**src/hdl/wedge15_shape_function_eval_assert.svh**
```systemverilog
// Assertion macros used by the RTL.
`ifndef WEDGE15_SHAPE_FUNCTION_EVAL_ASSERT_SVH
`define WEDGE15_SHAPE_FUNCTION_EVAL_ASSERT_SVH
`ifndef ASSERT_OFF
`define W15_ASSERT_IMP(label, clk, rst, ante, cons) \
  label: assert property (@(posedge clk) disable iff (rst) (ante) |-> (cons)) \
    else $error("assertion failed");
`define W15_ASSERT_NXT(label, clk, rst, ante, cons) \
  label: assert property (@(posedge clk) disable iff (rst) (ante) |=> (cons)) \
    else $error("assertion failed");
`else
`define W15_ASSERT_IMP(label, clk, rst, ante, cons)
`define W15_ASSERT_NXT(label, clk, rst, ante, cons)
`endif
`endif

```
**src/hdl/w15_pkg.sv**
```systemverilog
`default_nettype none
package w15_pkg;
  localparam int OUT_W = 20;
  localparam int NODE_W = 4;
  localparam int NODE_COUNT = 15;
  localparam int RS_W = 15;
  localparam int T_W = 16;
  localparam int LANES = 4;
  localparam logic [NODE_W-1:0] LAST_NODE = NODE_W'(NODE_COUNT - 1);

  // rounding shift applied by the second product
  typedef enum logic [1:0] {
    SH_F = 2'd0,  // plain product
    SH_H = 2'd1,  // product then halve
    SH_D = 2'd2   // product then double
  } shift_t;
endpackage
`default_nettype wire

```
**src/hdl/w15_front.sv**
```systemverilog
`default_nettype none
module w15_front #(
  parameter int FRAC_BITS = 14,
  parameter int OP_W = 22
) (
  input  wire logic                          clk,
  input  wire logic                          rst,
  input  wire logic                          point_valid,
  output logic                               point_stall,
  input  wire logic [w15_pkg::RS_W-1:0]      coord_r,
  input  wire logic [w15_pkg::RS_W-1:0]      coord_s,
  input  wire logic signed [w15_pkg::T_W-1:0] coord_t,
  output logic                               push,
  input  wire logic                          full,
  output logic [7*OP_W-1:0]                  wr_data
);
  localparam int P1_W = 2 * OP_W;
  localparam logic signed [OP_W-1:0] ONE = {{(OP_W-1){1'b0}}, 1'b1} << FRAC_BITS;
  localparam logic signed [P1_W-1:0] HALF = {{(P1_W-1){1'b0}}, 1'b1} << (FRAC_BITS - 1);

  logic                              fv;
  logic [w15_pkg::RS_W-1:0]          pr;
  logic [w15_pkg::RS_W-1:0]          ps;
  logic signed [w15_pkg::T_W-1:0]    pt;
  logic signed [OP_W-1:0]            rx, sx, tx, lx, ax, bx, qx;
  logic signed [P1_W-1:0]            ab;
  logic signed [P1_W-1:0]            abr;

  assign point_stall = fv && full;
  assign push        = fv;

  always_ff @(posedge clk) begin
    if (rst) begin
      fv <= 1'b0;
    end else if (!point_stall) begin
      fv <= point_valid;
    end
  end

  always_ff @(posedge clk) begin
    if (!point_stall && point_valid) begin
      pr <= coord_r;
      ps <= coord_s;
      pt <= coord_t;
    end
  end

  // L = 1 - r - s, a = 1 - t, b = 1 + t, q = a*b rounded
  always_comb begin
    rx  = signed'({{(OP_W-w15_pkg::RS_W){1'b0}}, pr});
    sx  = signed'({{(OP_W-w15_pkg::RS_W){1'b0}}, ps});
    tx  = {{(OP_W-w15_pkg::T_W){pt[w15_pkg::T_W-1]}}, pt};
    lx  = ONE - rx - sx;
    ax  = ONE - tx;
    bx  = ONE + tx;
    ab  = P1_W'(ax) * P1_W'(bx);
    abr = (ab + HALF) >>> FRAC_BITS;
    qx  = abr[OP_W-1:0];
  end

  assign wr_data = {rx, sx, tx, lx, ax, bx, qx};
endmodule
`default_nettype wire

```
**config.mk**
```make
export PLATFORM = sky130hd
export DESIGN_NAME = w15_front
export DESIGN_NICKNAME = d
export VERILOG_FILES = /design/src/hdl/wedge15_shape_function_eval_assert.svh /design/src/hdl/w15_pkg.sv /design/src/hdl/w15_front.sv
export SDC_FILE = /design/constraint.sdc
export NUM_CORES = 1
export LEC_CHECK = 0
export BUFFER_PORTS_ARGS = -buffer_cell sky130_fd_sc_hd__clkbuf_2
export CORE_ASPECT_RATIO = 0.9
export CORE_MARGIN = 5
export CORE_UTILIZATION = 35
export DETAILED_ROUTE_END_ITERATION = 6
export PLACE_DENSITY = 0.61
export SYNTH_ARGS = -nofsm -noshare
export SYNTH_HDL_FRONTEND = slang
export SYNTH_SLANG_ARGS = --single-unit
```
**constraint.sdc**
```tcl
create_clock -name clk -period 12.8 [get_ports clk]
set_input_delay 0.64 -clock clk [delete_from_list [all_inputs] [get_ports clk]]
set_output_delay 0.64 -clock clk [all_outputs]
set_load 0.01 [all_outputs]
```
# Word level (Yosys, flattened, before mapping)
# Cells that the tools add are included.
# totals
latch_bits	0
ff_bits	47
rom_bits	0
n_memories	0
elab_cells	13
in_bits	50
ramBits	0
# classes
multipliers	1
bitwise_logic	0
div_mod_pow	0
n_eq_ne	0
add_sub_neg	5
shift	0
order_cmp	0
n_reduce_logical	3
n_mux	0
# op_table
op	count
adder 34 x 15 -> 35 bit, second input constant	1
multiplier 17 x 17 -> 34 bit	1
adder 16 x 16 -> 17 bit, first input constant	1
subtractor 16 x 16 -> 17 bit	1
subtractor 16 x 16 -> 17 bit, first input constant	1
subtractor 15 x 15 -> 16 bit, first input constant	1
logical AND 1 bit	2
logical NOT 1 bit	1

# Depth between registers and ports, before layout
# Gate-level depths: netlist of run 1.
# logic_depth
word_depth	3
ltp_mapped	31
ltp_nobuf	28

# Worst setup path after synthesis of run 1
# No wires, ideal clock.
# synth_timing
path_kind	register to output
from	register pt[0] in the netlist's numbering
to	output wr_data[21]
t_arrival_ns	7.550
path_stages_with_launch	28
required_ns	12.160
path_slack_ns	4.610
path_buffers	3
path_cell_list	edfxtp_1 clkinv_1 buf_1 ha_1 nand3b_1 nor3b_4 a21oi_2 xnor2_4 buf_6 nand2_1 fa_1 inv_1 fa_1 fa_1 fa_1 fa_1 inv_1 fa_1 inv_1 ha_1 nand4_1 nor4_2 a32oi_1 a31oi_2 a21oi_1 o41ai_1 xnor2_1 buf_4
# synth_between
elab_chain_len	3
# synth_lines
item	line	rtl
start: declaration	w15_front.sv:24	logic signed [w15_pkg::T_W-1:0] pt;
start signal: assignment	w15_front.sv:44	pt <= coord_t;
subtractor 16 x 16 -> 17 bit	w15_front.sv:54	ax = ONE - tx;
named net wr_data[60]	w15_front.sv:15	output logic [7*OP_W-1:0] wr_data
multiplier 17 x 17 -> 34 bit	w15_front.sv:56	ab = P1_W'(ax) * P1_W'(bx);
adder 34 x 15 -> 35 bit	w15_front.sv:57	abr = (ab + HALF) >>> FRAC_BITS;
end: declaration	w15_front.sv:15	
# The timed path passes the listed nets, and every way through them passes these cells.

# Worst setup path after layout of run 1
# layout_timing
from	register pt[8] in the netlist's numbering
to	output wr_data[21]
# layout_between
elab_chain_len	3
# layout_lines
item	line
subtractor 16 x 16 -> 17 bit or adder 16 x 16 -> 17 bit (tied branches)	w15_front.sv:54, w15_front.sv:55
multiplier 17 x 17 -> 34 bit *	w15_front.sv:56
adder 34 x 15 -> 35 bit *	w15_front.sv:57
# Every way passes the cells marked *; elsewhere a longest branch is shown, timed or not.

==> impl_metrics.json, run 1 <==
{
  "grt.busiest_layer": "met2",
  "cts_max_path_buffers": 2,
  "outcome": "completed",
  "synth_seq_cells": 47,
  "routedWlPerCell_microns": 16.8,
  "finalMaxSlewViolations": 0,
  "cts_resized": 0,
  "tritoncts.num_buffers": 5,
  "gr-usage-met3": 0.0220,
  "yosys_warnings": 0,
  "syn_avg_cell_area_sq_um": 9.44,
  "clk_latency_ns": 0.29,
  "gr-usage-met2": 0.309,
  "ff_latch_area_sq_mm": 0.00140,
  "fin_crit_sh": 0.774,
  "synth-edff-count": 46,
  "nets": 2075,
  "post_cts_buffers": 0,
  "hold_violations": 0,
  "path_cells": "or4_4 -> nor4_4 -> nor3b_4 -> a21oi_2 -> xnor2_4 -> and2_1 -> ha_1 -> inv_1 -> fa_1 -> inv_1 -> fa_1 -> fa_1 -> inv_1 -> fa_1 -> inv_1 -> ha_1 -> nand4_1 -> nor4_2 -> a32oi_1 -> a31oi_2 -> a21oi_1 -> o41ai_1 -> xnor2_1 -> clkbuf_2",
  "fp.dieArea_sq_mm": 0.0438,
  "netlist_top_cells_area": "fa_1, ha_1, inv_1, edfxtp_1, nand2_1",
  "worstPathArrival_ns": 9.27,
  "die_h_microns": 199,
  "place_congestion": 0.898,
  "final_antenna_net_count": 0,
  "dpl.hpwl_mm": 30.7,
  "synth_area_leader_cell": "fa_1",
  "path_delay_family": "adder cells",
  "grt_max_degree": 47,
  "grt_use_met1": 0.225,
  "multiInputGateArea_sq_mm": 0.0105,
  "worst_setup_path_start_kind": "flop",
  "worst-endpoint-required_ns": 12.16,
  "grt_util_all_layers": 0.171,
  "seq_area_frac_synth": 0.101,
  "n_fill_cell": 4036,
  "crit_path_end_kind": "output pin",
  "grt_pass1_wl_mm": 59.5,
  "postSynthCellCount": 1473,
  "ys.flop_type": "edfxtp_1",
  "worst-setup-path-type": "flop to output pin",
  "hold_start": "rst",
  "drc_errors": 0,
  "pin_count": 206,
  "crit_path_max_fanout": 25,
  "worstMarginPinSlew_ns": 0.994,
  "clkTransAtPathRegs_ns": 0.06,
  "port_buffers": 191,
  "yosysUniqueCellTypes": 57,
  "skew_ns": 0.00194,
  "hold_path_end": "push$_SDFFE_PP0N_",
  "max-slew-margin-rel": 0.337,
  "worstRegToRegCells": 3,
  "antenna_cells": 0,
  "first_global_vias": 11176,
  "fp.dieW_microns": 220,
  "hold_path_class": "input port to flop",
  "ctsHoldBuffers": 0,
  "dr.pass1.iters": 4,
  "ff2ff_setup_slack_ns": 11.34,
  "synth_top_area_frac": 0.433,
  "tns_ns": 0,
  "synthesis.area_sq_mm": 0.0139,
  "vias_per_cell": 4.63,
  "worstHoldPathCells": 2,
  "crit_path_top_delay_cell": "fa_1",
  "dr.first_iter.drc_count": 505,
  "rsz0062_at_grt": "no",
  "cpPeakStageDelay_ns": 0.88,
  "path_buf_inv": 5,
  "drive_above_1_share": 0.141,
  "coreArea_sq_mm": 0.0394,
  "clock.fmax_ghz": 0.101,
  "period_minus_slack_ns": 9.91,
  "synthToLayoutAreaGrowth_pct": 9.87,
  "vias": 9903,
  "antenna_found_initial": 1,
  "cts.htree.levels": 2,
  "cts_root_buf": "clkbuf_16",
  "async_flop_share": 0,
  "synth_commonest_cells": "inv_1, fa_1, nand2_1, ha_1, nor2b_1",
  "initial_core_util": 0.353,
  "grt_overflow": 0,
  "drv_cap": 0,
  "yosysMostFrequentCell": "inv_1",
  "cts_tree": "built",
  "num_rows": 69,
  "clock-sinks": 47,
  "reg2reg_from": "push$_SDFFE_PP0N_",
  "finalSetupViolations": 0,
  "timing.rr.end": "pt[12]$_DFFE_PP_",
  "drt_wl_total_mm": 36.0
}
cell families after synthesis:
group | after synthesis | synth area share
AOI/OAI and AO/OA | 87 | 0.0396
xor gates and xnor gates | 56 | 0.0366
adders and majority gates | 418 | 0.538
buffers and inverters | 483 | 0.146
DFF | 47 | 0.101
muxes | 3 | 0.00234
other | 1 | 0.000270
and+or+nand+nor | 378 | 0.136
worst register-to-register path, cell delays in order, from the launching register on:
cell     delay, ns
dfxtp_1       0.31
and2_1        0.18
nor2b_4       0.11
buf_4         0.50
sequential cells by signal, indices dropped and copies added, names as in the netlist:
| signal | flops |
|---|---|
| pt | 16 |
| ps | 15 |
| push | 1 |
| pr | 15 |
layout make-up:
| cell class | instances | share of cell area |
|---|---|---|
| clock buffers | 7 | 0.00933 |
| clock inverters | 1 | 0.000573 |
| inverters | 394 | 0.0968 |
| multi-input cells | 956 | 0.690 |
| flip-flops and latches | 47 | 0.0917 |
| well taps | 532 | 0.0436 |
| repair buffers | 203 | 0.0684 |
layout by cell type (no fill, tap or decap), types with 4 or more instances in the layout:
| cell | count |
|---|---|
| xnor2_1 | 45 |
| o21ai_0 | 14 |
| clkbuf_16 | 5 |
| nor3_1 | 15 |
| buf_4 | 12 |
| a211oi_1 | 6 |
| a21oi_1 | 32 |
| nor2_1 | 59 |
| nand3_1 | 6 |
| o21bai_1 | 4 |
| nor4_1 | 8 |
| nor2b_1 | 68 |
| o21a_1 | 9 |
| conb_1 | 14 |
| a21o_1 | 6 |
| edfxtp_1 | 46 |
| clkbuf_2 | 191 |
| xor2_1 | 10 |
| clkinv_1 | 10 |
| and2_1 | 42 |
| nand2b_1 | 13 |
| nand2_1 | 142 |
| inv_1 | 381 |
| fa_1 | 301 |
| ha_1 | 117 |
| nand4_1 | 5 |
routing by layer:
metal,vias up,routed length [microns],share of wire
met5,-,13,0.00036
met2,282,18200,0.51
li1,4545,-,-
met4,2,544,0.015
met1,5040,15300,0.42
met3,34,1990,0.055
metrics by stage:
step	hold WS [ns]	cells	worst slack, ns	area [sq um]	utilization
after floorplan	0.680	1486	4.61	14000	-
after global placement	0.639	2132	3.39	15100	0.384
after detailed placement	0.649	2132	3.20	15100	0.384
after CTS	0.488	2140	2.85	15300	0.388
after global routing	0.493	2140	2.33	15300	0.388
final	0.500	2140	2.89	15300	0.388
worst max path at each step:
| stage | endpoint | start | depth (start not counted) | slack [ns] |
|---|---|---|---|---|
| 6_report | wr_data[21] | pt[8]$_DFFE_PP_ | 24 | 2.89 |
| 5_1_grt | wr_data[21] | pt[8]$_DFFE_PP_ | 24 | 2.33 |
| 2_1_floorplan | wr_data[21] | pt[0]$_DFFE_PP_ | 27 | 4.61 |
| 3_5_place_dp | wr_data[21] | pt[8]$_DFFE_PP_ | 24 | 3.20 |
| 3_3_place_gp | wr_data[20] | pt[8]$_DFFE_PP_ | 24 | 3.39 |
| 4_1_cts | wr_data[21] | pt[8]$_DFFE_PP_ | 24 | 2.85 |
Power of run 1 is left out: the tool's default activity adds up to more than one toggle a clock period on the data nets, which glitch-free logic cannot reach.
==> run 2: changes to the inputs <==
Clock period 12.8 ns to 9.25 ns, I/O delays scaled along.
==> run 2 against run 1 <==
Net effect: worst setup slack lost 2.5 ns; final cell count grew 0.56%; largest cell class unchanged; highest routed layer unchanged; routed wire length grew 2.7%.
==> impl_metrics.json, run 2 (synthesis gave the netlist of run 1 again) <==
{
  "outcome": "completed",
  "hold_path_end": "push$_SDFFE_PP0N_",
  "worstPathArrival_ns": 8.35,
  "port_buffers": 191,
  "final_antenna_net_count": 0,
  "dr.pass1.iters": 4,
  "hold_path_class": "input port to flop",
  "drv_cap": 0,
  "vias_per_cell": 4.67,
  "fin_crit_sh": 0.953,
  "crit_path_max_fanout": 13,
  "fp.dieW_microns": 220,
  "startpoint": "pt[2]$_DFFE_PP_",
  "timing.rr.end": "pt[10]$_DFFE_PP_",
  "hold_slack_ns": 0.321,
  "worstHoldPathCells": 2,
  "synthToLayoutAreaGrowth_pct": 10.8,
  "worst-endpoint-required_ns": 8.79,
  "finalMaxSlewViolations": 0,
  "nets": 2087,
  "worst-setup-path-type": "flop to output pin",
  "rsz0062_at_grt": "no",
  "multiInputGateArea_sq_mm": 0.0106,
  "ctsHoldBuffers": 0,
  "dpl.hpwl_mm": 31.7,
  "cts_tree": "built",
  "antenna_cells": 0,
  "drt_wl_total_mm": 37.0,
  "cts_resized": 0,
  "dr.first_iter.drc_count": 414,
  "crit_path_end_kind": "output pin",
  "antenna_found_initial": 1,
  "clock-sinks": 47,
  "hold_start": "rst",
  "drive_above_1_share": 0.150,
  "grt_max_degree": 47,
  "reg.largest.list": "pt (16), pr (15), ps (15)",
  "initial_core_util": 0.353,
  "drc_errors": 0,
  "clock.fmax_ghz": 0.113,
  "cts_max_path_buffers": 2,
  "largest_register_ffs": 16,
  "die_h_microns": 199,
  "worstRegToRegCells": 3,
  "grt_util_all_layers": 0.175,
  "cts_root_buf": "clkbuf_16",
  "coreArea_sq_mm": 0.0394,
  "regMostFlops": "pt",
  "num_rows": 69,
  "tns_ns": 0,
  "cts.htree.levels": 2,
  "tritoncts.num_buffers": 5,
  "worstMarginPinSlew_ns": 1.07,
  "grt_overflow": 0,
  "finalSetupViolations": 0,
  "mostFrequentLayoutCells": "inv_1, fa_1, clkbuf_2",
  "vias": 10040,
  "routedWlPerCell_microns": 17.2,
  "post_cts_buffers": 0,
  "hold_violations": 0,
  "place_congestion": 0.911,
  "clkTransAtPathRegs_ns": 0.06,
  "max-slew-margin-rel": 0.286,
  "clk_latency_ns": 0.29,
  "dpl-instance-area_sq_mm": 0.0152,
  "reg2reg_from": "push$_SDFFE_PP0N_",
  "period_minus_slack_ns": 8.82,
  "ff_latch_area_sq_mm": 0.00140,
  "ff2ff_setup_slack_ns": 7.80,
  "final_common_cell": "inv_1",
  "final_area_sq_mm": 0.0154,
  "n_fill_cell": 3973,
  "worst_setup_path_start_kind": "flop",
  "fp.dieArea_sq_mm": 0.0438,
  "skew_ns": 0.00193,
  "grt_pass1_wl_mm": 60.2,
  "pin_count": 206,
  "first_global_vias": 11240
}
## run 2: cell count changes in the layout (fill, tap and decap cells not counted), sizes merged
cell	change
bufinv	+1
clkinvlp	+2
buf	+12
clkinv	-3
## run 2: worst max path at each step
stage                        to  depth (start not counted)
global route        wr_data[21]                         24
finish              wr_data[14]                         24
floorplan           wr_data[21]                         27
CTS                 wr_data[21]                         24
global placement    wr_data[21]                         24
detailed placement  wr_data[21]                         25
## run 2: layer usage
metal  GRT usage  part of all wire  vias up
li1            -                 -     4574
met1       0.238              0.43     5060
met2       0.301              0.48      361
met3      0.0258             0.066       43
met4      0.0367             0.022        2
met5           0           0.00035        -
## run 2: worst max-delay path: stages, from the launching register on
cell and delay, ns:
edfxtp_1 0.60, nor3_2 0.42, nand2_1 0.14, nor4_1 0.20, ha_1 0.45, clkinv_1 0.49, nand2_1 0.22, fa_1 0.46
fa_1 0.52, fa_1 0.51, inv_1 0.06, fa_1 0.44, fa_1 0.52, inv_1 0.05, fa_1 0.47, inv_1 0.04
ha_1 0.34, nand2_1 0.17, nor3_1 0.40, a21oi_1 0.22, o21a_1 0.26, o21ai_0 0.52, a311oi_1 0.24, xnor2_1 0.17
clkbuf_2 0.15
## run 2: cell type report
cell class | count | share of cell area
flip-flops and latches | 47 | 0.0910
clock buffers | 7 | 0.00861
inverters | 394 | 0.0965
clock inverters | 1 | 0.00195
multi-input cells | 956 | 0.685
repair buffers | 215 | 0.0737
well taps | 532 | 0.0432
## run 2: through the flow
step | instances | worst slack [ns] | util
2_1_floorplan | 1486 | 1.24 | -
3_3_place_gp | 2144 | 0.500 | 0.387
3_5_place_dp | 2144 | 0.417 | 0.387
4_1_cts | 2152 | 0.0901 | 0.391
5_1_grt | 2152 | 0.00947 | 0.391
6_report | 2152 | 0.435 | 0.391
Power of run 2 is left out for the same reason.
