`config.mk`:
```
export PLATFORM = sky130hd
export DESIGN_NAME = w15_queue
export DESIGN_NICKNAME = d
export VERILOG_FILES = /design/src/hdl/wedge15_shape_function_eval_assert.svh /design/src/hdl/w15_queue.sv
export SDC_FILE = /design/constraint.sdc
export NUM_CORES = 1
export LEC_CHECK = 0
export CORE_AREA = 2 2 42 51
export CTS_BUF_LIST = sky130_fd_sc_hd__clkbuf_16
export DETAILED_ROUTE_END_ITERATION = 16
export DIE_AREA = 0 0 44 53
export DONT_BUFFER_PORTS = 1
export GPL_TIMING_DRIVEN = 0
export PLACE_DENSITY = 0.62
export SKIP_LAST_GASP = 1
export SLEW_MARGIN = 30
export SYNTH_ARGS = -nofsm -noshare
export SYNTH_HDL_FRONTEND = slang
export SYNTH_SLANG_ARGS = --single-unit
```
`constraint.sdc`:
```
create_clock -name clk -period 1.7 [get_ports clk]
set_input_delay 0.17 -clock clk [delete_from_list [all_inputs] [get_ports clk]]
set_output_delay 0.17 -clock clk [all_outputs]
set_load 0.01 [all_outputs]
```
`src/hdl/wedge15_shape_function_eval_assert.svh`:
```
// Assertion macros used by the RTL.
`ifndef WEDGE15_SHAPE_FUNCTION_EVAL_ASSERT_SVH
`define WEDGE15_SHAPE_FUNCTION_EVAL_ASSERT_SVH
`ifndef ASSERT_OFF
`define W15_ASSERT_IMP(label, clk, rst, ante, cons) \
  label: assert property (@(posedge clk) disable iff (rst) (ante) |-> (cons)) \
    else $error("assertion failed");
`define W15_ASSERT_NXT(label, clk, rst, ante, cons) \
  label: assert property (@(posedge clk) disable iff (rst) (ante) |=> (cons)) \
    else $error("assertion failed");
`else
`define W15_ASSERT_IMP(label, clk, rst, ante, cons)
`define W15_ASSERT_NXT(label, clk, rst, ante, cons)
`endif
`endif

```
`src/hdl/w15_queue.sv`:
```
`default_nettype none
module w15_queue #(
  parameter int W = 8
) (
  input  wire logic         clk,
  input  wire logic         rst,
  input  wire logic         push,
  output logic              full,
  input  wire logic [W-1:0] wr_data,
  output logic              avail,
  input  wire logic         pop,
  output logic [W-1:0]      rd_data
);
  logic [W-1:0] entry [2];
  logic         wr_ptr;
  logic         rd_ptr;
  logic [1:0]   count;
  logic         do_push;
  logic         do_pop;

  assign full    = (count == 2'd2);
  assign avail   = (count != 2'd0);
  assign do_push = push && !full;
  assign do_pop  = pop && avail;
  assign rd_data = entry[rd_ptr];

  always_ff @(posedge clk) begin
    if (do_push) begin
      entry[wr_ptr] <= wr_data;
    end
  end

  always_ff @(posedge clk) begin
    if (rst) begin
      wr_ptr <= 1'b0;
      rd_ptr <= 1'b0;
      count  <= 2'd0;
    end else begin
      if (do_push) begin
        wr_ptr <= !wr_ptr;
      end
      if (do_pop) begin
        rd_ptr <= !rd_ptr;
      end
      count <= count + 2'(do_push) - 2'(do_pop);
    end
  end
endmodule
`default_nettype wire

```
After elaboration in Yosys (flattened, before gate mapping):

Memories as Yosys holds them, arrays and structs flattened. A register that Yosys moved wholly into a read port is not among the register bits.
Cells that the tools add are included.
Widths: inputs -> output; s select.

* muxes and demuxes: 4
* reduce and logical (&&, ||, !) cells: 6
* divide/modulo/power cells: 0
* equality and inequality tests: 1
* $lt $le $gt $ge: 0
* bitwise gates (word level): 0
* add/sub/neg operators: 2
* shift-type cells: 0
* multiply operators: 0

Operators by type and width (count)
* $mux 1: 4
* $logic_not 1->1: 3
* $add 2x1->2: 1
* $eq 2x2->1 const B: 1
* $logic_and 1x1->1: 2
* $reduce_bool 2->1: 1
* $sub 2x1->2: 1

* register bits: 4
* bits of input ports: 12
* output and inout port bits: 10
* bits in writable memories: 16
* memory bits (read-only): 0
* memories: 1
* latch bits: 0

Memory list
* entry: words 2, width 8, read ports 1, clocked after memory_dff 1, wr ports 1, RTL line w15_queue.sv:14 `logic [W-1:0] entry [2];`

Depth between registers and ports, before layout:

Gate-level depths: netlist of run 1.

* depth after elaboration: 5
* mapped depth: 8

Least setup slack after synthesis of run 1:

OpenSTA, ideal clock, no wires.

* path type: flip-flop to flip-flop
* from: reg count[1]
* to: reg count[1]
* required time: 1.585 ns
* setup slack: 0.240 ns
* arrival: 1.346 ns
* cell stages (with the launch flop): 8
* cell sequence: dfxtp_1 -> o21a_2 -> ha_1 -> inv_1 -> ha_1 -> xor2_1 -> xnor2_1 -> nor2_1

* elaborated cells on any way between the ends: 7
* classes of those cells: add/sub (2); eq/ne (1); reduce/logical (4)

RTL lines
* start, declared: RTL line w15_queue.sv:17 `logic [1:0] count;`
* start signal, assigned: RTL line w15_queue.sv:45 `count <= count + 2'(do_push) - 2'(do_pop);`
* $reduce_bool 2->1: RTL line w15_queue.sv:22 `assign avail = (count != 2'd0);`
* $logic_and 1x1->1: RTL line w15_queue.sv:24 `assign do_pop = pop && avail;`
* named net do_pop: RTL line w15_queue.sv:19 `logic do_pop;`
* $sub 2x1->2: RTL line w15_queue.sv:45

The timed path passes the listed nets, and every way through them passes these cells.
A chain may end at the register's enable or synchronous reset.

Worst setup path in the final report of run 1:

Ends and elaborated chain as after synthesis.

==> results of run 1 <==
layer usage:
metal | routed length (um) | vias to the layer above
met5 | 0 | -
met3 | 88 | 0
li1 | - | 191
met2 | 547 | 12
met4 | 0 | 0
met1 | 407 | 183
metrics by stage:
step | power [mW] | worst slack, ns
2_1_floorplan | 0.9735 | 0.2397
3_3_place_gp | 1.022 | 0.1856
3_5_place_dp | 1.031 | 0.1457
4_1_cts | 1.502 | 0.1296
5_1_grt | 1.573 | 0.04561
6_report | 1.476 | 0.1638
flip-flops by register name, indices dropped and copies added, names as in the netlist, named ones only:
| register | cells |
|---|---|
| count | 2 |
| entry | 16 |
| rd_ptr | 1 |
| wr_ptr | 1 |
worst register-to-register path, delay by kind of cell (launching register included):
kind,cells,cell delay [ns]
AOI/OAI and AO/OA,1,0.23
xor gates and xnor gates,2,0.31
adders and majority gates,2,0.42
buffers and inverters,1,0.06
DFF,1,0.34
and+or+nand+nor,1,0.06
final timing paths:
path         depth (start not counted)          end  startpoint
max                                  7     count[1]    count[1]
min                                  0  entry[0][0]  wr_data[0]
max reg2reg                          7     count[1]    count[1]
min reg2reg                          2       wr_ptr      wr_ptr
power groups by stage:
stage / clock (mW) / combinational, mW / sequential [mW]
global placement: 0 / 0.332 / 0.690
detailed placement: 0 / 0.338 / 0.693
global route: 0.507 / 0.377 / 0.688
floorplan: 0 / 0.290 / 0.684
CTS: 0.475 / 0.344 / 0.683
finish: 0.466 / 0.329 / 0.681
cells by family after synthesis:
kind of cell | count (synthesis)
muxes | 8
adders and majority gates | 2
and+or+nand+nor | 9
AOI/OAI and AO/OA | 3
DFF | 21
buffers and inverters | 5
xor gates and xnor gates | 3
cell type report:
| cell class | count | area share |
|---|---|---|
| Tap cell | 19 | 0.02575 |
| Clock buffer | 3 | 0.08130 |
| Clock inverter | 1 | 0.004065 |
| Buffer | 1 | 0.005420 |
| Inverter | 4 | 0.01626 |
| Sequential cell | 21 | 0.6287 |
| Multi-Input combinational cell | 25 | 0.2276 |
| Timing Repair Buffer | 1 | 0.01084 |
cells in the mapped netlist:
library cell	number	area (um2)
nor2b_1	1	6.260
buf_2	1	5.000
xor2_1	1	8.760
or3_1	1	6.260
o21a_2	1	8.760
or2_2	1	6.260
edfxtp_1	16	480.5
xnor2_1	2	17.52
nand2_1	1	3.750
a21oi_1	1	5.000
clkinv_1	1	3.750
dfxtp_1	5	100.1
mux2_1	6	67.56
ha_1	2	25.02
inv_1	2	7.510
nor2_1	3	11.26
o21ai_0	1	5.000
nand2b_2	1	8.760
inv_2	1	3.750
mux2_2	2	22.52
and3_2	1	7.510
repair_timing:
| action | CTS | global route |
|---|---|---|
| buffers inserted | 0 | 0 |
| hold buffers | 1 | 0 |
| endpoints found under the hold margin | 5 | 0 |
==> flow_metrics.env, run 1 <==
export IMPL_yosysWarnings=0
export IMPL_grt_pass1_vias=381
export IMPL_p_comb_frac=0.223
export IMPL_drt_iter0_drc=2
export IMPL_clk_latency_ns=0.24
export IMPL_synth_area_um2=810.8
export IMPL_initial_core_util=0.4432
export IMPL_hold_class="in2reg"
export IMPL_min_period_over_period=0.9037
export IMPL_avgSynthCellArea_um2=15.90
export IMPL_period_minus_slack_ns=1.536
export IMPL_drc=0
export IMPL_status="finished, final reports clean"
export IMPL_gr_total_overflow=0
export IMPL_max_stage_delay_ns=0.34
export IMPL_hold_violations=0
export IMPL_synth_top_family_by_area="multiplexers"
export IMPL_ios=22
export IMPL_power_internal_mw=1.105
export IMPL_cts_htree_levels=1
export IMPL_grt_use_met1=0.1026
export IMPL_worstPathArrival_ns=1.67
export IMPL_die_w_um=44
export IMPL_clkPwrFrac=0.316
export IMPL_maxSlewHeadroom=0.7890
export IMPL_place_area_um2=834.6
export IMPL_synth_compound_area_share=0.02315
export IMPL_p_switching_mw=0.3714
export IMPL_met2_usage=0.1716
export IMPL_clk_pin_slew_worst_paths_ns=0.05
export IMPL_grt_first_pass_wirelength_mm=1.649
export IMPL_core_area_mm2=0.001829
export IMPL_n_antenna_cell=0
export IMPL_die_h_um=53
export IMPL_track_usage=0.1020
export IMPL_fp_dieArea_mm2=0.002332
export IMPL_vias_per_cell=5.147
export IMPL_critPathMaxFanout=4
export IMPL_cts_sinks=21
export IMPL_reg2reg_slack_ns=0.16
export IMPL_p_leak_nw=0.3533
export IMPL_synth_seq_cells=21
export IMPL_wirelength_mm=1.044
export IMPL_syn2layout_area_growth_pct=13.89
export IMPL_final_nets=71
export IMPL_cts_tree="done"
export IMPL_synthAdderAreaFrac=0.03086
export IMPL_required_ns=1.83
export IMPL_peakVddDrop_v=0.0008146
export IMPL_grt_max_degree=12
export IMPL_synthMuxAreaShare=0.1111
export IMPL_multi_input_area_um2=210.2
export IMPL_max_cap_violations=0
export IMPL_place_inst=70
export IMPL_grtUsageMet3=0.04437
export IMPL_holdWs_ns=0.01899
export IMPL_ant_nets=0
export IMPL_final_common_cell="edfxtp_1"
export IMPL_syn_num_nets=65
export IMPL_synth_cells=51
export IMPL_placementRows=17
export IMPL_cts_max_path_buffers=2
export IMPL_io_buffers=0
export IMPL_setup_tns_ns=0
export IMPL_ctsResizeCount=0
export IMPL_setup_viol=0
export IMPL_wl_per_cell_um=13.92
export IMPL_critPathKind="reg2reg"
export IMPL_ys_seq_area_frac=0.7160
export IMPL_finClkSkew_ns=0.001486
export IMPL_powerDensity_mw_per_mm2=1599
export IMPL_timing_final_max_slew_violations=0
export IMPL_synth_xor_area_frac=0.03241
export IMPL_finalInstanceArea_um2=923.4
export IMPL_end_kind="flip-flop"
export IMPL_vias=386
export IMPL_synth_cell_types=21
export IMPL_sw_frac_of_total=0.2516
export IMPL_numCtsBuffers=3
export IMPL_crit_family="adder cells"
export IMPL_mostFrequentLayoutCells="edfxtp_1 (16), mux2_1 (6), dfxtp_1 (5)"
export IMPL_yosys_area_share_simple=0.06173
export IMPL_grt_busiest_layer="met2"
export IMPL_worstMarginPinSlew_ns=0.3162
export IMPL_drive_gt1_frac=0.1964
export IMPL_worst_path_buf_inv=1
export IMPL_fmax_ghz=0.6509
export IMPL_cp_start_kind="flip-flop"
export IMPL_final_util=0.5048
export IMPL_power_frac_seq=0.461
export IMPL_crit_top_cell="ha_1"
export IMPL_fillers=164
export IMPL_antenna_found_initial=0
export IMPL_gp_congestion=0.6143
export IMPL_cts_root_buffer="clkbuf_16"
export IMPL_drt_first_pass_iters=2
export IMPL_rsz0062_at_grt="false"
export IMPL_crit_path_cell_trace="o21a_2 -> ha_1 -> inv_1 -> ha_1 -> xor2_1 -> xnor2_1 -> nor2_1"
export IMPL_slowest_stage="dfxtp_1"
export IMPL_fin_cells=75
export IMPL_regArea_um2=580.6
(Power assumes the default switching activity.)
==> run 2, diff against run 1 <==
- BUFFER_PORTS_ARGS: default -> -buffer_cell sky130_fd_sc_hd__buf_4
- DONT_BUFFER_PORTS: 1 -> default
- PLACE_DENSITY: 0.62 -> 0.72
==> run 2 against run 1 <==
  * Clock-buffer cell count did not move
  * Routed wire length grew 13%
  * Die area did not move
  * Power up 8.8%
  * First-iteration DRC count grew to 3.5 times the previous value
  * Largest power group unchanged
==> flow_metrics.env, run 2 (same netlist as run 1, synthesis figures left out) <==
export IMPL_worstHoldEndpoint="entry[0][6]"
export IMPL_min_period_over_period=0.9171
export IMPL_syn2layout_area_growth_pct=32.10
export IMPL_largest_reg_flops=16
export IMPL_required_ns=1.84
export IMPL_status="finished, final reports clean"
export IMPL_setup_tns_ns=0
export IMPL_rsz0062_at_grt="false"
export IMPL_clk_latency_ns=0.24
export IMPL_ctsResizeCount=0
export IMPL_hold_class="in2reg"
export IMPL_ant_nets=0
export IMPL_regMostFlops="entry"
export IMPL_dp_hpwl_um=866.4
export IMPL_p_switching_mw=0.3986
export IMPL_grt_first_pass_wirelength_mm=1.807
export IMPL_grtUsageMet3=0.03754
export IMPL_wirelength_mm=1.183
export IMPL_p_comb_frac=0.286
export IMPL_end_kind="flip-flop"
export IMPL_drc=0
export IMPL_power_frac_seq=0.425
export IMPL_vias_per_cell=4.937
export IMPL_grt_max_degree=12
export IMPL_powerDensity_mw_per_mm2=1500
export IMPL_r2r_start="count[1]"
export IMPL_drt_iter0_drc=7
export IMPL_grt_pass1_vias=462
export IMPL_track_usage=0.1154
export IMPL_critPathMaxFanout=4
export IMPL_maxSlewHeadroom=0.7707
export IMPL_gp_congestion=0.6538
export IMPL_grt_use_met1=0.1104
export IMPL_p_leak_nw=0.4508
export IMPL_numCtsBuffers=3
export IMPL_power_internal_mw=1.208
export IMPL_final_nets=91
export IMPL_cts_htree_levels=1
export IMPL_critPathKind="reg2reg"
export IMPL_fin_cells=95
export IMPL_rr_endpoint="count[1]"
export IMPL_ios=22
export IMPL_sw_frac_of_total=0.2480
export IMPL_gr_total_overflow=0
export IMPL_io_buffers=21
export IMPL_place_inst=91
export IMPL_critPathLaunch="count[1]"
export IMPL_max_cap_violations=0
export IMPL_place_ws_ns=0.1631
export IMPL_n_antenna_cell=0
export IMPL_cts_tree="done"
export IMPL_setup_viol=0
export IMPL_worstPathArrival_ns=1.70
export IMPL_fillers=157
export IMPL_period_minus_slack_ns=1.559
export IMPL_finClkSkew_ns=0.001975
export IMPL_cts_root_buffer="clkbuf_16"
export IMPL_holdBufCountCts=0
export IMPL_cts_max_path_buffers=2
export IMPL_hold_violations=0
export IMPL_reg2reg_depth=7
export IMPL_clkPwrFrac=0.289
export IMPL_mostFrequentLayoutCells="buf_4 (21), edfxtp_1 (16), mux2_1 (6), dfxtp_1 (5)"
export IMPL_wl_per_cell_um=12.45
export IMPL_cts_setup_buffers=0
export IMPL_vias=469
export IMPL_die_w_um=44
export IMPL_drive_gt1_frac=0.4211
export IMPL_finalInstanceArea_mm2=0.001071
export IMPL_core_area_mm2=0.001829
export IMPL_reg2reg_slack_ns=0.14
export IMPL_timing_final_max_slew_violations=0
export IMPL_largest_registers="entry x16, count x2"
export IMPL_worstMarginPinSlew_ns=0.3436
export IMPL_hp_start="wr_data[6]"
export IMPL_cts_sinks=21
export IMPL_cp_start_kind="flip-flop"
export IMPL_grt_busiest_layer="met2"
export IMPL_place_area_um2=992.2
export IMPL_drt_first_pass_iters=4
export IMPL_met2_usage=0.2059
export IMPL_whs_path_depth=1
export IMPL_fp_dieArea_mm2=0.002332
export IMPL_fmax_ghz=0.6414
export IMPL_clk_pin_slew_worst_paths_ns=0.05
export IMPL_peakVddDrop_v=0.0008756
export IMPL_placementRows=17
export IMPL_initial_core_util=0.4432
export IMPL_antenna_found_initial=0
export IMPL_fin_ws_ns=0.1409
export IMPL_final_common_cell="buf_4"
export IMPL_die_h_um=53
## run 2: how the worst max path moves through the flow
stage | endpoint | slack (ns) | cells after the start
final | count[1] | 0.14 | 7
after global routing | count[1] | 0.07 | 7
after CTS | count[1] | 0.13 | 7
after detailed placement | count[1] | 0.16 | 7
after global placement | count[1] | 0.20 | 7
after floorplan | count[1] | 0.24 | 7
## run 2: layout make-up
class                      count  area, um2  area share
timing repair buffer          21      157.7      0.1472
tap                           19      23.77     0.02220
clock buffer                   3      75.07     0.07009
clock inverter                 1      3.754    0.003505
multi-input combinational     25      210.2      0.1963
buffer                         1      5.005    0.004673
sequential                    21      580.6      0.5421
inverter                       4      15.01     0.01402
## run 2: metal layers
layer / vias up / part of all wire
met5: - / 0
met4: 0 / 0.014
met3: 2 / 0.067
met2: 15 / 0.52
met1: 220 / 0.39
li1: 232 / -
## run 2: worst max-delay path, cell delays in order (launching register included)
cell,delay [ns]
dfxtp_1,0.35
o21a_2,0.24
ha_1,0.29
inv_1,0.06
ha_1,0.14
xor2_1,0.18
xnor2_1,0.14
nor2_1,0.06
## run 2: power groups by stage
stage	Combinational [mW]	Clock, mW	Sequential, mW
finish	0.459	0.464	0.683
global route	0.505	0.509	0.691
CTS	0.471	0.482	0.685
detailed placement	0.464	0	0.693
global placement	0.455	0	0.689
floorplan	0.290	0	0.684
## run 2: per-stage QoR
stage / total power, mW / util / hold WS (ns)
after floorplan: 0.9735 / - / 0.2391
after global placement: 1.144 / 0.5424 / 0.3557
after detailed placement: 1.157 / 0.5424 / 0.3586
after CTS: 1.637 / 0.5855 / 0.1035
after global routing: 1.705 / 0.5855 / 0.09758
final: 1.607 / 0.5855 / 0.1085
==> run 3, diff against run 2 <==
- CELL_PAD_IN_SITES_DETAIL_PLACEMENT: default -> 0
- CELL_PAD_IN_SITES_GLOBAL_PLACEMENT: default -> 2
- CORE_AREA: 2 2 42 51 -> 2 2 49 60
- CTS_CLUSTER_SIZE: default -> 10
- DIE_AREA: 0 0 44 53 -> 0 0 51 62
- HOLD_SLACK_MARGIN: default -> 0.12
- PLACE_DENSITY: 0.72 -> 0.74
==> run 3 against run 2 <==
  * Final cell count up 25%
  * Core utilization is 14 points lower
  * Register-to-register slack better by 0.02 ns
  * Via count is 2.1% higher
  * Combinational power up 3%
  * Non-clock buffer count is 9 higher
  * Flip-flop and latch count is the same
  * Critical path depth unchanged
  * Routed wire length up 0.25%
  * Critical path type unchanged
  * Critical endpoint unchanged
  * Largest cell class unchanged
  * Highest routed layer unchanged
==> flow_metrics.env, run 3 (same netlist as run 1, synthesis figures left out) <==
export IMPL_crit_top_cell="ha_1"
export IMPL_final_common_cell="buf_4"
export IMPL_drt_first_pass_iters=3
export IMPL_p_leak_nw=0.4870
export IMPL_core_area_mm2=0.002654
export IMPL_place_area_mm2=0.001011
export IMPL_worst_path_buf_inv=1
export IMPL_grt_busiest_layer="met2"
export IMPL_hold_violations=0
export IMPL_period_minus_slack_ns=1.539
export IMPL_largest_registers="entry x16, count x2"
export IMPL_n_antenna_cell=0
export IMPL_critPathKind="reg2reg"
export IMPL_cts_sinks=21
export IMPL_peakVddDrop_v=0.0006673
export IMPL_track_usage=0.08549
export IMPL_finalInstanceArea_mm2=0.001181
export IMPL_numCtsBuffers=3
export IMPL_io_buffers=21
export IMPL_reg2reg_slack_ns=0.16
export IMPL_gp_congestion=0.6234
export IMPL_antenna_found_initial=0
export IMPL_cts_htree_levels=1
export IMPL_worstMarginPinSlew_ns=0.3213
export IMPL_max_stage_delay_ns=0.35
export IMPL_clk_pin_slew_worst_paths_ns=0.05
export IMPL_vias_per_cell=4.025
export IMPL_status="finished, final reports clean"
export IMPL_crit_path_cell_trace="o21a_2 -> ha_1 -> inv_1 -> ha_1 -> xor2_1 -> xnor2_1 -> nor2_1"
export IMPL_drt_iter0_drc=6
export IMPL_grt_max_degree=13
export IMPL_die_w_um=51
export IMPL_critPathMaxFanout=4
export IMPL_die_h_um=62
export IMPL_regMostFlops="entry"
export IMPL_met2_usage=0.1373
export IMPL_slowest_stage="dfxtp_1"
export IMPL_wirelength_mm=1.186
export IMPL_largest_reg_flops=16
export IMPL_min_period_over_period=0.9051
export IMPL_syn2layout_area_growth_pct=45.68
export IMPL_final_nets=100
export IMPL_fin_cells=119
export IMPL_worstPathArrival_ns=1.68
export IMPL_grtUsageMet3=0.02153
export IMPL_setup_viol=0
export IMPL_hold_class="in2reg"
export IMPL_end_kind="flip-flop"
export IMPL_vias=479
export IMPL_rsz0062_at_grt="false"
export IMPL_crit_family="adder cells"
export IMPL_cts_setup_buffers=0
export IMPL_drive_gt1_frac=0.3882
export IMPL_cp_start_kind="flip-flop"
export IMPL_timing_final_max_slew_violations=0
export IMPL_mostFrequentLayoutCells="buf_4 (21), edfxtp_1 (16), dlygate4sd3_1 (9), mux2_1 (6), dfxtp_1 (5)"
export IMPL_required_ns=1.84
export IMPL_cts_root_buffer="clkbuf_16"
export IMPL_gr_total_overflow=0
export IMPL_ant_nets=0
export IMPL_initial_core_util=0.3055
export IMPL_fp_dieArea_mm2=0.003162
export IMPL_fillers=256
export IMPL_drc=0
export IMPL_max_cap_violations=0
export IMPL_wl_per_cell_um=9.966
export IMPL_finClkSkew_ns=0.004515
export IMPL_maxSlewHeadroom=0.7856
export IMPL_grt_first_pass_wirelength_mm=1.911
export IMPL_total_power_mw=1.627
export IMPL_clk_latency_ns=0.25
export IMPL_setup_tns_ns=0
export IMPL_grt_use_met1=0.1024
export IMPL_holdBufCountCts=8
export IMPL_grt_pass1_vias=461
export IMPL_cts_tree="done"
export IMPL_holdWs_ns=0.2911
export IMPL_place_inst=106
export IMPL_ios=22
export IMPL_ctsResizeCount=0
export IMPL_powerDensity_mw_per_mm2=1378
export IMPL_fmax_ghz=0.6499
export IMPL_dp_hpwl_um=837.4
export IMPL_placementRows=21
export IMPL_cts_max_path_buffers=2
run 3: changes by cell type in the layout (fill, tap and decap cells not counted):
cell / before / now
clkinv_2: 0 / 1
inv_1: 3 / 2
dlygate4sd3_1: 0 / 9
run 3: worst register-to-register path: stages, from the launching register on:
cell     delay [ns]
dfxtp_1        0.35
o21a_2         0.24
ha_1           0.28
inv_1          0.06
ha_1           0.15
xor2_1         0.17
xnor2_1        0.13
nor2_1         0.05
run 3: worst paths after layout:
kind / start / end / cells after the start
max reg2reg: count[1] / count[1] / 7
min: push / wr_ptr / 4
min reg2reg: wr_ptr / wr_ptr / 2
max: count[1] / count[1] / 7
run 3: power breakdown:
group	switching, mW	internal [mW]	total, mW	leakage (nW)
combinational	0.211	0.263	0.474	0.255
sequential	0.0355	0.647	0.683	0.191
clock	0.156	0.315	0.471	0.0409
run 3: layout make-up:
| type | instances | area, um2 | area share |
|---|---|---|---|
| Buffer | 1 | 5.005 | 0.004237 |
| Multi-Input combinational cell | 25 | 210.2 | 0.1780 |
| Sequential cell | 21 | 580.6 | 0.4915 |
| Clock buffer | 3 | 75.07 | 0.06356 |
| Inverter | 4 | 15.01 | 0.01271 |
| Timing Repair Buffer | 30 | 247.7 | 0.2097 |
| Tap cell | 34 | 42.54 | 0.03602 |
| Clock inverter | 1 | 5.005 | 0.004237 |
run 3: metrics by stage:
| step | worst slack (ns) | util |
|---|---|---|
| 2_1_floorplan | 0.2397 | - |
| 3_3_place_gp | 0.1879 | 0.3810 |
| 3_5_place_dp | 0.1536 | 0.3810 |
| 4_1_cts | 0.1442 | 0.4413 |
| 5_1_grt | 0.06368 | 0.4451 |
| 6_report | 0.1613 | 0.4451 |
run 3: per-layer routing:
layer,up-vias,part of all wire,wire (um)
met5,-,0,0
met4,0,0.010,12
met3,2,0.059,70
met2,16,0.47,556
met1,215,0.46,547
li1,246,-,-
